**config.mk**
```make
export PLATFORM = sky130hd
export DESIGN_NAME = mqm_ctrl
export DESIGN_NICKNAME = d
export VERILOG_FILES = /design/src/sv/mqm_pkg.sv /design/src/sv/mqm_ctrl.sv
export SDC_FILE = /design/constraint.sdc
export NUM_CORES = 1
export LEC_CHECK = 0
export ABC_CLOCK_PERIOD_IN_PS = 1450
export BUFFER_PORTS_ARGS = -buffer_cell sky130_fd_sc_hd__buf_2
export CORE_AREA = 8 8 45 47
export CTS_BUF_LIST = sky130_fd_sc_hd__clkbuf_4 sky130_fd_sc_hd__clkbuf_8
export CTS_CLUSTER_SIZE = 25
export DETAILED_ROUTE_END_ITERATION = 8
export DIE_AREA = 0 0 53 55
export PLACE_DENSITY_LB_ADDON = 0.08
export SYNTH_ARGS = -nofsm -noshare
export SYNTH_HDL_FRONTEND = slang
export SYNTH_SLANG_ARGS = --single-unit
export TNS_END_PERCENT = 10
```
**constraint.sdc**
```tcl
create_clock -name clk_i -period 1.45 [get_ports clk_i]
set_clock_uncertainty 0.05 [all_clocks]
set_input_delay 0.2175 -clock clk_i [delete_from_list [all_inputs] [get_ports clk_i]]
set_output_delay 0.2175 -clock clk_i [all_outputs]
set_load 0.005 [all_outputs]
```
**src/sv/mqm_pkg.sv**
```systemverilog
// shared types and constants for the keyed multi-queue mailbox
// no dependencies
`default_nettype none
package mqm_pkg;

  localparam int unsigned KEY_W    = 32;
  localparam int unsigned QIDX_W   = 5;
  localparam int unsigned BYTE_W   = 8;
  localparam int unsigned MAXSZ_W  = 6;
  localparam int unsigned STATUS_W = 3;
  localparam int unsigned RQ_W     = 4;
  localparam int unsigned CNT_W    = 6;
  localparam int unsigned LIMIT_W  = 5;
  localparam int unsigned CMD_W    = 2;

  localparam logic [LIMIT_W-1:0] LIMIT_RESET = 5'd10;

  typedef enum logic [CMD_W-1:0] {
    CMD_GET  = 2'd0,
    CMD_SEND = 2'd1,
    CMD_RECV = 2'd2
  } cmd_e;

  typedef enum logic [STATUS_W-1:0] {
    ST_OK         = 3'd0,
    ST_INVALID    = 3'd1,
    ST_FULL       = 3'd2,
    ST_EMPTY      = 3'd3,
    ST_TABLE_FULL = 3'd4
  } status_e;

  typedef struct packed {
    logic load;
    logic exec;
    logic rlen;
    logic emit;
  } ctrl_cmd_t;

  typedef struct packed {
    logic rx_go;
    logic n_zero;
    logic last;
    logic out_free;
  } dp_stat_t;

endpackage
`default_nettype wire

```
**src/sv/mqm_ctrl.sv**
```systemverilog
// controller state machine of the mailbox
// depends on mqm_pkg
`default_nettype none
module mqm_ctrl (
  input  wire                  clk_i,
  input  wire                  rst_ni,
  input  wire                  in_valid_i,
  output logic                 in_ready_o,
  input  mqm_pkg::dp_stat_t    stat_i,
  output mqm_pkg::ctrl_cmd_t   cmd_o
);

  typedef enum logic [4:0] {
    S_IDLE   = 5'b00001,
    S_EXEC   = 5'b00010,
    S_RLEN   = 5'b00100,
    S_RFETCH = 5'b01000,
    S_RBYTE  = 5'b10000
  } state_e;

  state_e state_q, state_d;

  always_comb begin
    state_d    = state_q;
    cmd_o      = '0;
    in_ready_o = 1'b0;
    unique case (state_q)
      S_IDLE: begin
        in_ready_o = 1'b1;
        if (in_valid_i) begin
          cmd_o.load = 1'b1;
          state_d    = S_EXEC;
        end
      end
      S_EXEC: begin
        if (stat_i.out_free) begin
          cmd_o.exec = 1'b1;
          state_d    = stat_i.rx_go ? S_RLEN : S_IDLE;
        end
      end
      S_RLEN: begin
        if (stat_i.out_free) begin
          cmd_o.rlen = 1'b1;
          state_d    = stat_i.n_zero ? S_IDLE : S_RFETCH;
        end
      end
      S_RFETCH: state_d = S_RBYTE;
      S_RBYTE: begin
        if (stat_i.out_free) begin
          cmd_o.emit = 1'b1;
          state_d    = stat_i.last ? S_IDLE : S_RFETCH;
        end
      end
      default: state_d = S_IDLE;
    endcase
  end

  always_ff @(posedge clk_i or negedge rst_ni) begin
    if (!rst_ni) begin
      state_q <= S_IDLE;
    end else begin
      state_q <= state_d;
    end
  end

endmodule
`default_nettype wire

```
# ---- Word-level counts from Yosys, hierarchy flattened
# Cells that the tools add are included.
dict set report classes {
  add_sub_neg 0
  n_mul 0
  div 0
  order_cmp 0
  eq_ne 9
  shifts 0
  n_mux 15
  bitwise 0
  n_reduce_logical 1
}
# op count
set op_table {}
lappend op_table {{5-bit one-hot mux with 5 select lines} 1}
lappend op_table {{5-bit two-way mux} 4}
lappend op_table {{4-bit two-way mux} 2}
lappend op_table {{2-bit inequality test, second input constant} 4}
lappend op_table {{1-bit two-way mux} 7}
lappend op_table {{5-bit by 1-bit equality test with 1-bit output, second input constant} 1}
lappend op_table {{5-bit by 2-bit equality test with 1-bit output, second input constant} 1}
lappend op_table {{5-bit by 3-bit equality test with 1-bit output, second input constant} 1}
lappend op_table {{5-bit by 4-bit equality test with 1-bit output, second input constant} 1}
lappend op_table {{5-bit equality test, second input constant} 1}
lappend op_table {{4-bit AND reduction} 1}
lappend op_table {{3-bit two-way mux} 1}
dict set report word_totals {
  register_bits 5
  latchBits 0
  mem_bits_rw 0
  rom_bits 0
  inputBits 7
  out_inout_bits 5
  word_cells 26
  n_memories 0
}

# ---- Longest topological paths before layout
dict set report logic_depth {
  word_depth 3
  mapped_depth 5
  depth_no_buf 4
}

# ---- Worst setup path before layout
# Ideal clock, no wire load.
dict set report synth_timing {
  path_kind {reg-to-reg}
  startpoint {register state_q[3]}
  endpoint {register state_q[3]}
  setup_time_ns 0.069
  arrival_time_ns 1.460
  t_required_ns 1.331
  path_slack_ns -0.129
  path_stages_with_launch 6
  n_path_buf 1
  synth_period_minus_slack_ns 1.579
  path_cell_list {dfrtp_1 > buf_6 > or3_4 > or3b_1 > a2bb2oi_1 > nor2_2}
}
dict set report synth_between {
  elab_chain_cells 3
  elab_cells_between_ends 11
  classes_between {eq/ne: 9; mux: 1; reduce/logical: 1}
}
# element line_no
set synth_rtl {}
lappend synth_rtl {{from (decl)} mqm_ctrl.sv:21} ;# state_e state_q, state_d;
lappend synth_rtl {{from (signal assigned)} mqm_ctrl.sv:62} ;# state_q <= state_d;
lappend synth_rtl {{5-bit by 2-bit equality test with 1-bit output, or another cell as far along} mqm_ctrl.sv:27} ;# unique case (state_q)
lappend synth_rtl {{2-bit inequality test (no line)} --}
lappend synth_rtl {{4-bit AND reduction (no line)} --}
# Several ways; a longest one is shown, not always the timed one.
# A chain may end at the register's enable or synchronous reset.

==> implementation parameters <==
Parameter                              Value

Yosys
  Synthesized netlist net count ... 52
  Proportion of synthesized area in mux cells ... around 5%
  Share of the yosys chip area belonging to registers ... about a third
  Synthesized netlist cell count ... 45
  Ranking of synthesized cells by area ... dfrtp_1 (25%), dfstp_2 (6.6%), mux2i_1 (5.0%)
  Count of flip-flops with a built-in enable after synthesis ... 0
  Combinational family with the most area after synthesis ... simple AND/OR/NAND/NOR gates
  Commonest cells in the synthesized netlist ... nor2_1 (5), dfrtp_1 (4), and2_1 (3), buf_2 (3)
  Simple-Gate Fraction of Synth Area ... roughly a third
  Most frequent cell after synthesis ... nor2_1
  Prevailing post-synth register cell ... dfrtp_1
  Yosys warnings ... 0
  Share of flip-flops with an asynchronous set or reset after synthesis ... 100%
  Seq cells post-synth ... 5
  Proportion of netlist area held by the largest area contributor ... 25.0%
  Share of the synthesized area in compound gates (AO/OA/AOI/OAI) ... around 15%
  Number of different library cells in the post-synthesis netlist ... 28
  XOR/XNOR share of the synthesized area ... between 4 and 5%
  Area share of fa/ha/maj cells after synthesis ... 0%
  Cell type with the highest aggregate area in the netlist ... dfrtp_1
  Syn Area/Cell ... between 8 and 9 sq um
  Combined area of all synthesized cells ... between 400 and 500 sq um

Detailed routing
  Total number of vias ... between 400 and 500
  Post-Route WL ... about 1200 um
  Detailed Routing Iterations Pass 1 ... 2
  Post-detailed-route DRC marker count ... 0
  WL per Instance ... 13.8 um
  Detail-routed via count per cell ... 4.91
  Remaining number of nets flagged by the antenna check after routing ... 0
  1st-iter DRT viols ... 6

Clock tree
  Number of CTS-inserted buffers ... 3
  Clock tree from TritonCTS ... built
  Clock latency on the worst-skew pair ... 0.24 ns
  Sinks on the clock net ... 5
  Clock transition at the register clock pins on the worst setup and hold paths after CTS ... roughly 0.040 ns
  Clock Path Buffers ... 2
  Clock Tree Root ... clkbuf_4
  H-tree depth reported by CTS ... 1

Place
  Final RePlAce weighted congestion ... roughly 0.8
  DP Area ... 533 sq um
  Count of input and output buffers ... 11
  Dpl cells ... 76
  Final HPWL DP ... between 800 and 900 um

Layout
  Post-layout utilization of the core ... around half
  Largest register FFs ... 5
  Area Overhead vs Synth ... 68.1%
  Top flop regs ... state_q (5)
  Cell Count, Final, Fillers Out ... 87
  Number of inserted diodes ... 0
  Number of nets in the final layout ... 79
  Design Area, Final ... 673 sq um
  Biggest register ... state_q
  Layout fillers ... approximately 130
  Layout cell share with drive strength beyond 1 ... about 62%

Status
  Run status ... finished with violations
  Violations in the final reports ... setup timing

Power and ir drop
  Sum of internal, switching and leakage power ... about 990 uW
  Power per cell area ... ~1500 mW/mm^2
  Leak ... 0.000322 uW
  Worst IR drop on VDD ... about 0.00084 V

Floorplan
  Starting density of the core ... between 20 and 30%
  Cell Rows ... 14
  Die outline area ... 0.00292 sq mm
  Width of the die ... ~53 um
  Core Region ... 0.00138 sq mm
  I/O pin count ... 12
  Chip Height ... around 55 um

Worst setup path
  Delay contributed by the slowest stage of the critical path ... around 0.40 ns
  Setup slack, reg-to-reg ... -0.26 ns
  Worst reg2reg path depth ... 8
  Crit path launch type ... register
  Worst r2r src ... state_q[0]
  Startpoint-to-endpoint class of the critical path ... reg -> out
  Sequence of cells on the critical path ... or3_4, nor3b_4, and2_1, buf_2
  Critical register-to-register path endpoint ... state_q[0]
  CP Data Arrival Time ... roughly 1.5 ns
  Required time of the critical path ... 1.18 ns
  Cell with the largest stage delay on the worst path ... or3_4
  Kind of capture point of the worst setup path ... output port
  Worst-path maximum fanout ... 3

Timing
  Worst-case headroom to the max-slew limit ... between 70 and 80%
  Setup repair after global routing missed its margin ... yes
  Max Slew Vio Count ... 0
  Final count of hold timing violations ... 0
  Achievable Freq ... 0.583 GHz
  Transition at the pin with the smallest max-transition slack ... about 0.38 ns
  Crit path setup slack, layout ... -0.267 ns
  Final worst-path cycle share ... 118%
  Worst Hold Margin ... ~0.24 ns
  Minimum period implied by the final worst setup slack ... around 1.7 ns
  Final setup violating endpoints ... 9

Hold path
  Beginning of the worst hold path ... stat_i[0]
  Hold-critical path endpoint ... state_q[2]
  Class of the most critical hold timing path ... in -> reg
  Hold-critical path depth ... 2

Global route
  Number of antenna violations at the first check in global routing ... 0
  Number of global-route vias before repair ... 458
  Largest net degree at the start of global routing ... 10
  Total global routing track utilization ... under 10%
  Global-route wire length before repair ... about 2100 um
  GRT overflow ... 0

Flow run
  Max cap viols ... 0
==> where the power goes <==
part / internal, uW / switching [uW]
clock network: 122 / 52.2
logic: 328 / 267
registers: 185 / 34.1
==> placed cells by master (no fill, tap or decap), types with 2 or more instances in the layout <==
cell type / count
clkbuf_4: 4
xor2_1: 2
buf_6: 4
buf_2: 10
mux2i_1: 2
and2_1: 2
inv_1: 2
nor2_2: 2
buf_4: 12
nor2_1: 3
dfrtp_1: 4
==> worst max-delay path: cells and delay by family, from the launching register on <==
family	cells	cell delay, ns
buf+inv	1	0.10
flops	1	0.38
simple gates	3	0.73
==> stage by stage <==
| step | setup slack, ns | setup TNS, ns |
|---|---|---|
| after floorplan | -0.0886 | -0.280 |
| after global placement | -0.0939 | -0.384 |
| after detailed placement | -0.100 | -0.410 |
| after CTS | -0.297 | -1.62 |
| after global routing | -0.367 | -2.17 |
| final | -0.267 | -1.50 |
==> worst max path at each step <==
stage	startpoint	to	slack [ns]
final	state_q[1]	cmd_o[1]	-0.27
after global routing	state_q[1]	cmd_o[1]	-0.37
after CTS	state_q[1]	cmd_o[0]	-0.30
after detailed placement	state_q[1]	cmd_o[1]	-0.10
after global placement	state_q[1]	state_q[2]	-0.09
after floorplan	state_q[0]	state_q[3]	-0.09
==> layer usage <==
| metal | share of wire (%) | track usage (%) |
|---|---|---|
| met1 | 44 | 10.3 |
| met3 | 4.2 | 4.81 |
| met5 | 0 | 0 |
| met2 | 50 | 16.8 |
| met4 | 1.2 | 2.59 |
==> timing repair <==
| action | 4_1_cts | 5_1_grt |
|---|---|---|
| endpoints found under the setup margin | 8 | 9 |
| pin swaps | 5 | 1 |
| hold buffers | 1 | 0 |
| gates resized for setup | 6 | 7 |
| buffers inserted | 6 | 0 |
| hold endpoints to repair | 5 | 0 |
==> final cells by class <==
type	instances	area, sq um	area share (%)
well taps	16	20.0	2.97
multi-input cells	33	294	43.7
flip-flops and latches	5	126	18.8
clock buffers	4	30.0	4.46
inverters	2	7.51	1.12
repair buffers	27	195	29.0
==> kinds of logic after synthesis <==
kind of cell           count (synthesis)
AO/OA/AOI/OAI                          8
XOR/XNOR                               2
buffers and inverters                  7
multiplexers                           2
flip-flops                             5
AND/OR/NAND/NOR                       21
(Power assumes the default switching activity.)
